<file path="src/rtl/core/mbp_pkg.sv">
`timescale 1ns / 1ps
// ---------------------------------------------------------------------------
// mbp_pkg: shared types and constants of the MSB bit packer
// Field widths, stuffing codes, chunk format and queue sizing.
// ---------------------------------------------------------------------------
package mbp_pkg;

    localparam int MAX_CODE_BITS = 24;
    localparam int BYTE_W        = 8;
    localparam int CODE_W        = 24;
    localparam int COUNT_W       = 5;
    localparam int PEND_W        = 7;
    localparam int PCNT_W        = 3;
    localparam int WIN_W         = 32;
    localparam int CHUNK_BYTES   = 3;
    localparam int QDEPTH        = 4;
    localparam int QPTR_W        = 2;
    localparam int QCNT_W        = 3;

    localparam logic [BYTE_W-1:0] STUFF_TRIGGER = 8'hFF;
    localparam logic [BYTE_W-1:0] STUFF_BYTE    = 8'h00;

    typedef enum logic {
        KIND_APPEND = 1'b0,
        KIND_FLUSH  = 1'b1
    } t_kind;

    // Byte slots of one chunk, slot 0 goes out first
    typedef enum logic [1:0] {
        SLOT_0 = 2'd0,
        SLOT_1 = 2'd1,
        SLOT_2 = 2'd2
    } t_slot;

    // Completed bytes produced by one transaction
    typedef struct packed {
        logic [CHUNK_BYTES-1:0][BYTE_W-1:0] data;
        logic [1:0]                         nbytes;
    } t_chunk;

endpackage

</file>
<file path="src/rtl/core/msb_bit_packer_byte_stuff_top.sv">
`timescale 1ns / 1ps
// An accepted transaction reaches o_valid through the chunk queue and the output register.
// Throughput: one output byte per cycle while i_stall is low; every byte of a
//   transaction, stuffed zeros included, goes out through the byte emitter.
// Input accepts one transaction per cycle while the 4-entry chunk queue has room.
// Reset: synchronous active low, clears pending bits, queue and output valid.
// ---------------------------------------------------------------------------
// msb_bit_packer_byte_stuff_top: MSB-first bit packer with 0xFF stuffing
// Merger front, chunk queue and byte emitter back.
// ---------------------------------------------------------------------------
module msb_bit_packer_byte_stuff_top
    import mbp_pkg::*;
(
    input  logic               i_clk,
    input  logic               i_rst_n,
    input  logic               i_valid,
    output logic               o_stall,
    input  logic               i_kind,
    input  logic [CODE_W-1:0]  i_code_value,
    input  logic [COUNT_W-1:0] i_bit_count,
    output logic               o_valid,
    input  logic               i_stall,
    output logic [BYTE_W-1:0]  o_out_byte,
    output logic               o_last
);

    logic   push, pop, full, empty;
    t_chunk push_chunk, head_chunk;

    // Merge codes into byte chunks
    mbp_front u_front (
        .i_clk        (i_clk),
        .i_rst_n      (i_rst_n),
        .i_valid      (i_valid),
        .i_kind       (i_kind),
        .i_code_value (i_code_value),
        .i_bit_count  (i_bit_count),
        .i_full       (full),
        .o_stall      (o_stall),
        .o_push       (push),
        .o_chunk      (push_chunk)
    );

    // Decouple merger and emitter
    mbp_queue u_queue (
        .i_clk   (i_clk),
        .i_rst_n (i_rst_n),
        .i_push  (push),
        .i_chunk (push_chunk),
        .i_pop   (pop),
        .o_full  (full),
        .o_empty (empty),
        .o_chunk (head_chunk)
    );

    // Emit bytes with stuffing
    mbp_back u_back (
        .i_clk      (i_clk),
        .i_rst_n    (i_rst_n),
        .i_empty    (empty),
        .i_chunk    (head_chunk),
        .i_stall    (i_stall),
        .o_pop      (pop),
        .o_valid    (o_valid),
        .o_out_byte (o_out_byte),
        .o_last     (o_last)
    );

endmodule

</file>
<file path="src/rtl/core/mbp_front.sv">
`timescale 1ns / 1ps
// ---------------------------------------------------------------------------
// mbp_front: bit merger
// Appends each code after the pending bits, cuts complete bytes into a
// chunk for the queue and keeps the remaining partial byte; a flush pads it with ones.
// ---------------------------------------------------------------------------
module mbp_front
    import mbp_pkg::*;
(
    input  logic               i_clk,
    input  logic               i_rst_n,
    input  logic               i_valid,
    input  logic               i_kind,
    input  logic [CODE_W-1:0]  i_code_value,
    input  logic [COUNT_W-1:0] i_bit_count,
    input  logic               i_full,
    output logic               o_stall,
    output logic               o_push,
    output t_chunk             o_chunk
);

    logic [PEND_W-1:0]  r_pbits, n_pbits;
    logic [PCNT_W-1:0]  r_pcnt,  n_pcnt;

    logic               accept;
    t_kind              kind;
    logic [COUNT_W-1:0] cnt;
    logic [WIN_W-1:0]   code_left;
    logic [WIN_W-1:0]   pend_left;
    logic [WIN_W-1:0]   window;
    logic [COUNT_W-1:0] total;
    logic [WIN_W-1:0]   tail;
    logic [PEND_W-1:0]  tail_mask;
    logic [BYTE_W-1:0]  flush_byte;

    assign o_stall = i_full;
    assign accept  = i_valid && !i_full;
    assign kind    = t_kind'(i_kind);

    // Saturate the count and left-align code and pending bits in one window
    always_comb begin
        cnt       = (i_bit_count > COUNT_W'(MAX_CODE_BITS)) ?
                    COUNT_W'(MAX_CODE_BITS) : i_bit_count;
        code_left = {i_code_value, {(WIN_W-CODE_W){1'b0}}}
                    << (6'(CODE_W) - {1'b0, cnt});
        pend_left = {r_pbits, {(WIN_W-PEND_W){1'b0}}}
                    << (PCNT_W'(PEND_W) - r_pcnt);
        window    = pend_left | (code_left >> r_pcnt);
        total     = COUNT_W'(r_pcnt) + cnt;
        tail      = window >> (6'(WIN_W) - {1'b0, total});
        tail_mask = 7'h7F >> (PCNT_W'(PEND_W) - total[PCNT_W-1:0]);
        flush_byte = (BYTE_W'({1'b0, r_pbits}) << (4'(BYTE_W) - {1'b0, r_pcnt}))
                     | (8'hFF >> r_pcnt);
    end

    // Build the chunk and next pending state
    always_comb begin
        o_chunk = '0;
        n_pbits = r_pbits;
        n_pcnt  = r_pcnt;
        unique case (kind)
            KIND_FLUSH: begin
                o_chunk.data[0] = flush_byte;
                o_chunk.nbytes  = (r_pcnt != '0) ? 2'd1 : 2'd0;
                n_pbits         = '0;
                n_pcnt          = '0;
            end
            default: begin
                o_chunk.data[0] = window[WIN_W-1 -: BYTE_W];
                o_chunk.data[1] = window[WIN_W-1-BYTE_W -: BYTE_W];
                o_chunk.data[2] = window[WIN_W-1-2*BYTE_W -: BYTE_W];
                o_chunk.nbytes  = total[COUNT_W-1:PCNT_W];
                n_pbits         = tail[PEND_W-1:0] & tail_mask;
                n_pcnt          = total[PCNT_W-1:0];
            end
        endcase
        o_push = accept && (o_chunk.nbytes != 2'd0);
    end

    // Hold pending bits, update on every transaction
    always_ff @(posedge i_clk) begin
        if (!i_rst_n) begin
            r_pbits <= '0;
            r_pcnt  <= '0;
        end else if (accept) begin
            r_pbits <= n_pbits;
            r_pcnt  <= n_pcnt;
        end
    end

endmodule

</file>
<file path="src/rtl/core/mbp_queue.sv">
`timescale 1ns / 1ps
// ---------------------------------------------------------------------------
// mbp_queue: chunk queue
// Small circular buffer of byte chunks between merger and emitter.
// ---------------------------------------------------------------------------
module mbp_queue
    import mbp_pkg::*;
(
    input  logic   i_clk,
    input  logic   i_rst_n,
    input  logic   i_push,
    input  t_chunk i_chunk,
    input  logic   i_pop,
    output logic   o_full,
    output logic   o_empty,
    output t_chunk o_chunk
);

    t_chunk              r_mem [QDEPTH];
    logic [QPTR_W-1:0]   r_wr, r_rd;
    logic [QCNT_W-1:0]   r_cnt;

    assign o_full  = (r_cnt == QCNT_W'(QDEPTH));
    assign o_empty = (r_cnt == '0);
    assign o_chunk = r_mem[r_rd];

    // Store pushed chunks
    always_ff @(posedge i_clk) begin
        if (i_push) begin
            r_mem[r_wr] <= i_chunk;
        end
    end

    // Advance pointers and fill count
    always_ff @(posedge i_clk) begin
        if (!i_rst_n) begin
            r_wr  <= '0;
            r_rd  <= '0;
            r_cnt <= '0;
        end else begin
            if (i_push) begin
                r_wr <= r_wr + QPTR_W'(1);
            end
            if (i_pop) begin
                r_rd <= r_rd + QPTR_W'(1);
            end
            r_cnt <= r_cnt + QCNT_W'(i_push) - QCNT_W'(i_pop);
        end
    end

`ifndef SYNTH
    a_no_overflow: assert property (@(posedge i_clk) disable iff (!i_rst_n)
        i_push |-> !o_full)
        else $error("chunk pushed into full queue");
    a_no_underflow: assert property (@(posedge i_clk) disable iff (!i_rst_n)
        i_pop |-> !o_empty)
        else $error("chunk popped from empty queue");
    a_count_step: assert property (@(posedge i_clk) disable iff (!i_rst_n)
        (i_push && !i_pop) |=> (r_cnt == $past(r_cnt) + QCNT_W'(1)))
        else $error("fill count did not track push");
`endif

endmodule

</file>
<file path="src/rtl/core/mbp_back.sv">
`timescale 1ns / 1ps
// ---------------------------------------------------------------------------
// mbp_back: byte emitter
// Walks the bytes of each queued chunk, inserts a zero byte after every
// 0xFF and marks the final byte of each transaction.
// ---------------------------------------------------------------------------
module mbp_back
    import mbp_pkg::*;
(
    input  logic              i_clk,
    input  logic              i_rst_n,
    input  logic              i_empty,
    input  t_chunk            i_chunk,
    input  logic              i_stall,
    output logic              o_pop,
    output logic              o_valid,
    output logic [BYTE_W-1:0] o_out_byte,
    output logic              o_last
);

    logic              r_valid, n_valid;
    logic [BYTE_W-1:0] r_byte,  n_byte;
    logic              r_last,  n_last;
    t_slot             r_idx,   n_idx;
    logic              r_stuff, n_stuff;
    logic              r_stuff_last, n_stuff_last;

    logic              load;
    logic [BYTE_W-1:0] head_byte;
    logic              head_final;

    assign load = !r_valid || !i_stall;

    // Select the current byte of the head chunk
    always_comb begin
        unique case (r_idx)
            SLOT_0:  head_byte = i_chunk.data[0];
            SLOT_1:  head_byte = i_chunk.data[1];
            SLOT_2:  head_byte = i_chunk.data[2];
            default: head_byte = i_chunk.data[0];
        endcase
        head_final = ({1'b0, r_idx} + 3'd1) == {1'b0, i_chunk.nbytes};
    end

    // Pick the next output: stuffed zero first, then chunk bytes
    always_comb begin
        n_valid      = r_valid;
        n_byte       = r_byte;
        n_last       = r_last;
        n_idx        = r_idx;
        n_stuff      = r_stuff;
        n_stuff_last = r_stuff_last;
        o_pop        = 1'b0;
        if (load) begin
            priority if (r_stuff) begin
                n_valid = 1'b1;
                n_byte  = STUFF_BYTE;
                n_last  = r_stuff_last;
                n_stuff = 1'b0;
            end else if (!i_empty) begin
                n_valid      = 1'b1;
                n_byte       = head_byte;
                n_stuff      = (head_byte == STUFF_TRIGGER);
                n_stuff_last = head_final;
                n_last       = head_final && (head_byte != STUFF_TRIGGER);
                if (head_final) begin
                    o_pop = 1'b1;
                    n_idx = SLOT_0;
                end else begin
                    n_idx = t_slot'(r_idx + 2'd1);
                end
            end else begin
                n_valid = 1'b0;
            end
        end
    end

    // Hold control state; payload needs no reset
    always_ff @(posedge i_clk) begin
        if (!i_rst_n) begin
            r_valid      <= 1'b0;
            r_idx        <= SLOT_0;
            r_stuff      <= 1'b0;
            r_stuff_last <= 1'b0;
        end else begin
            r_valid      <= n_valid;
            r_idx        <= n_idx;
            r_stuff      <= n_stuff;
            r_stuff_last <= n_stuff_last;
        end
    end

    always_ff @(posedge i_clk) begin
        r_byte <= n_byte;
        r_last <= n_last;
    end

    assign o_valid    = r_valid;
    assign o_out_byte = r_byte;
    assign o_last     = r_last;

`ifndef SYNTH
    a_stuff_follows: assert property (@(posedge i_clk) disable iff (!i_rst_n)
        (o_valid && !i_stall && o_out_byte == STUFF_TRIGGER)
        |=> (o_valid && o_out_byte == STUFF_BYTE))
        else $error("0xFF not followed by stuffed zero");
    a_ff_not_last: assert property (@(posedge i_clk) disable iff (!i_rst_n)
        (o_valid && o_out_byte == STUFF_TRIGGER) |-> !o_last)
        else $error("0xFF marked as final byte");
    a_pop_on_final: assert property (@(posedge i_clk) disable iff (!i_rst_n)
        o_pop |=> (r_idx == SLOT_0))
        else $error("slot index not rewound after pop");
`endif

endmodule
</file>
<file path="config.mk">
export PLATFORM = sky130hd
export DESIGN_NAME = msb_bit_packer_byte_stuff_top
export DESIGN_NICKNAME = d
export VERILOG_FILES = /design/src/rtl/core/mbp_pkg.sv /design/src/rtl/core/msb_bit_packer_byte_stuff_top.sv /design/src/rtl/core/mbp_front.sv /design/src/rtl/core/mbp_queue.sv /design/src/rtl/core/mbp_back.sv
export SDC_FILE = /design/constraint.sdc
export NUM_CORES = 1
export LEC_CHECK = 0
export ABC_CLOCK_PERIOD_IN_PS = 4200
export BUFFER_PORTS_ARGS = -buffer_cell sky130_fd_sc_hd__buf_4
export CORE_ASPECT_RATIO = 0.75
export CORE_MARGIN = 5
export CORE_UTILIZATION = 45
export CTS_CLUSTER_SIZE = 16
export DETAILED_ROUTE_END_ITERATION = 10
export SETUP_SLACK_MARGIN = 0.15
export SLEW_MARGIN = 30
export SYNTH_ARGS = -nofsm -noshare
export SYNTH_HDL_FRONTEND = slang
export SYNTH_SLANG_ARGS = --single-unit
</file>
<file path="constraint.sdc">
create_clock -name i_clk -period 4.2 [get_ports i_clk]
set_input_delay 0.21 -clock i_clk [delete_from_list [all_inputs] [get_ports i_clk]]
set_output_delay 0.21 -clock i_clk [all_outputs]
set_load 0.02 [all_outputs]
</file>
==> results.py <==
metrics = {
    "status": {
        "outcome": "completed",
    },
    "placement": {
        "dp_slack_ns": -0.341,
        "io_buffers": 44,
        "dp_hpwl_um": 29400,
        "routabilityCongestion": 0.978,
        "place_area_um2": 12600,
    },
    "sta": {
        "fin_setup_tns_ns": 0,
        "slew_headroom_pct": 43.8,
        "max_freq_mhz": 255,
        "period_minus_slack_ns": 3.93,
        "worst_slack_ns": 0.272,
        "setup_viol": 0,
        "slew_violations": 0,
        "worst-slew-pin-transition_ns": 0.843,
        "rsz0062_at_grt": "no",
        "timing.final.crit_share_pct": 93.5,
        "clock_skew_ns": 0.0262,
        "hold_viol": 0,
    },
    "floorplan": {
        "die_h_um": 148,
        "row_count": 50,
        "io_pins": 45,
        "fp.dieW_um": 194,
        "die-area_um2": 28800,
        "core_um2": 25000,
        "initial_core_util_pct": 45.8,
    },
    "grt": {
        "antenna_found_initial": 0,
        "overflow": 0,
        "grt_pass1_wl_um": 60600,
        "grt_max_degree": 67,
        "gr-usage-all-layers_pct": 26.6,
        "grt_pass1_vias": 10162,
    },
    "finish": {
        "syn2layout_area_growth_pct": 15.5,
        "finalNetCount": 1369,
        "fin_area_um2": 13300,
        "fill_cells": 2332,
        "register_area_um2": 3880,
        "multi_input_area_um2": 7070,
        "drive_gt1_share_pct": 21.8,
    },
    "clocking": {
        "clock_sink_count": 137,
        "htree_levels": 4,
        "cts_made_buffers": 17,
        "clock_path_buffers": 2,
        "cts_tree": "yes",
        "cts-root-buf": "clkbuf_16",
        "clkTransAtPathRegs_ns": 0.07,
        "clock_latency_ns": 0.43,
    },
    "yosys": {
        "yosysUniqueCellTypes": 92,
        "ys_ff_latch": 137,
        "synth_nets": 1311,
        "ys.flop_type": "edfxtp_1",
        "async_reset_ff_share_pct": 0,
        "yosysWarnings": 0,
        "synth_edf_count": 113,
        "seq_area_frac_synth_pct": 33.8,
        "syn_inst": 1255,
        "avgSynthCellArea_um2": 9.14,
        "syn-cell-area_um2": 11500,
    },
    "worst_setup_path": {
        "cp-start-kind": "primary input",
        "cp.required_ns": 4.55,
        "cp.arrival_ns": 4.28,
        "worst-setup-path-type": "in -> reg",
        "end_kind": "register",
        "crit_fanout": 6,
    },
    "drt": {
        "wl_per_cell_um": 23.5,
        "ant_nets": 0,
        "drc": 0,
        "first_pass_iters": 7,
        "vias_per_cell": 6.59,
        "num_vias": 10977,
        "drt_iter0_markers": 1555,
        "routed_wl_um": 39200,
    },
    "power": {
        "power_density_nw_per_um2": 449,
        "vdd_ir_drop_max_v": 0.000319,
        "leakagePower_nw": 4.78,
    },
    "hold_path": {
        "min_path_type": "in -> reg",
    },
    "run": {
        "cap_violations": 0,
    },
}
state kept, by name, indices dropped and copies added, names as in the netlist, named ones only:
register and cells:
u_queue.r_mem 104, u_back.o_out_byte 8, u_front.r_pbits 7, u_front.r_pcnt 3, u_queue.r_cnt 3, u_back.r_idx 2, u_queue.r_rd 2, u_queue.r_wr 2
u_back.o_last 1, u_back.o_valid 1, u_back.r_stuff 1, u_back.r_stuff_last 1
report_power, final:
| part | total [W] | internal (W) | switching, W |
|---|---|---|---|
| Sequential | 0.00179 | 0.00171 | 0.0000749 |
| Combinational | 0.00273 | 0.00104 | 0.00169 |
| Clock | 0.00144 | 0.000879 | 0.000563 |
final timing paths:
kind / slack [ns] / depth (start not counted) / from / endpoint
worst max-delay path: 0.27 / 17 / i_bit_count[4] / u_front.r_pbits[4]$_SDFFE_PN0P_
worst min-delay path: 0.11 / 3 / i_stall / u_back.o_valid$_SDFFE_PN0P_
worst max register to register: 0.52 / 13 / u_front.r_pcnt[0]$_SDFFE_PN0P_ / u_front.r_pbits[0]$_SDFFE_PN0P_
worst min register to register: 0.53 / 2 / u_back.o_valid$_SDFFE_PN0P_ / u_back.r_stuff$_SDFFE_PN0P_
layout make-up:
cell class	count	area share [%]
multi-input cells	974	53.4
flip-flops and latches	137	29.3
repair buffers	147	8.71
clock buffers	19	3.27
well taps	338	3.19
clock inverters	13	1.10
inverters	36	1.08
diodes	1	0.0189
cell usage after synthesis, types with 15 or more instances:
master | number | area [µm²]
a21oi_1 | 63 | 315
a22oi_1 | 18 | 135
clkbuf_1 | 74 | 278
o211ai_1 | 35 | 263
mux2i_1 | 63 | 631
a211oi_1 | 30 | 225
mux4_2 | 39 | 878
nand2_1 | 131 | 492
o21ai_0 | 53 | 265
mux2_2 | 24 | 270
inv_1 | 29 | 109
nor3_1 | 46 | 230
and2_1 | 27 | 169
dfxtp_1 | 24 | 480
nor4_1 | 15 | 93.8
nor2_1 | 120 | 450
edfxtp_1 | 113 | 3390
nand3_1 | 40 | 200
ha_1 | 20 | 250
kinds of logic (layout without fill, tap and decap cells):
logic type	Yosys count	in the layout	synth area share, %
DFF	137	137	33.8
muxes	127	127	15.6
and+or+nand+nor	440	440	17.9
other	0	1	0
AOI/OAI and AO/OA	370	370	23.4
buffers and inverters	144	215	5.37
adders and majority gates	22	22	2.53
xor gates and xnor gates	15	15	1.47
placed cells by master, fill, tap and decap left out, types with 39 or more instances in the layout:
| master | synthesis | final |
|---|---|---|
| a21oi_1 | 63 | 62 |
| buf_4 | 2 | 143 |
| edfxtp_1 | 113 | 113 |
| mux2i_1 | 63 | 63 |
| mux4_2 | 39 | 39 |
| nand2_1 | 131 | 131 |
| nand3_1 | 40 | 40 |
| nor2_1 | 120 | 120 |
| nor3_1 | 46 | 44 |
| o21ai_0 | 53 | 52 |
per-layer routing:
| metal | wire, µm | up-vias | track usage, % |
|---|---|---|---|
| met1 | 18100 | 5294 | 40.5 |
| met5 | 0 | - | 0 |
| met4 | 576 | 0 | 5.17 |
| met2 | 16500 | 649 | 38.9 |
| met3 | 4040 | 58 | 6.27 |
| li1 | - | 4976 | - |
timing repair:
| item | 4_1_cts | 5_1_grt |
|---|---|---|
| pin swaps | 0 | 2 |
| hold endpoints to repair | 0 | 0 |
| gates resized for setup | 1 | 2 |
| buffers inserted | 0 | 5 |
| setup endpoints to repair | 1 | 2 |
| hold buffers | 0 | 0 |
| gates cloned | 0 | 0 |
per-stage QoR:
step                cells  power, W  hold WS, ns  util, %
finish               1665   0.00595        0.105     53.0
global route         1664   0.00626       0.0858     52.9
CTS                  1659   0.00592       0.0810     52.8
detailed placement   1627   0.00447        0.514     50.4
global placement     1627   0.00445        0.516     50.4
floorplan            1255   0.00355        0.377        -
critical path, cell delays in order:
cell	delay (ns)
buf_4	0.13
a21boi_4	0.18
inv_4	0.04
ha_2	0.21
buf_4	0.18
or3b_2	0.45
o31a_1	0.19
a2111oi_4	0.56
nor2_1	0.07
o21ai_0	0.15
a21oi_1	0.15
o31ai_2	0.38
buf_4	0.18
mux2i_1	0.13
o2111a_1	0.28
or4_1	0.58
a22oi_1	0.20
(Power assumes the default switching activity.)
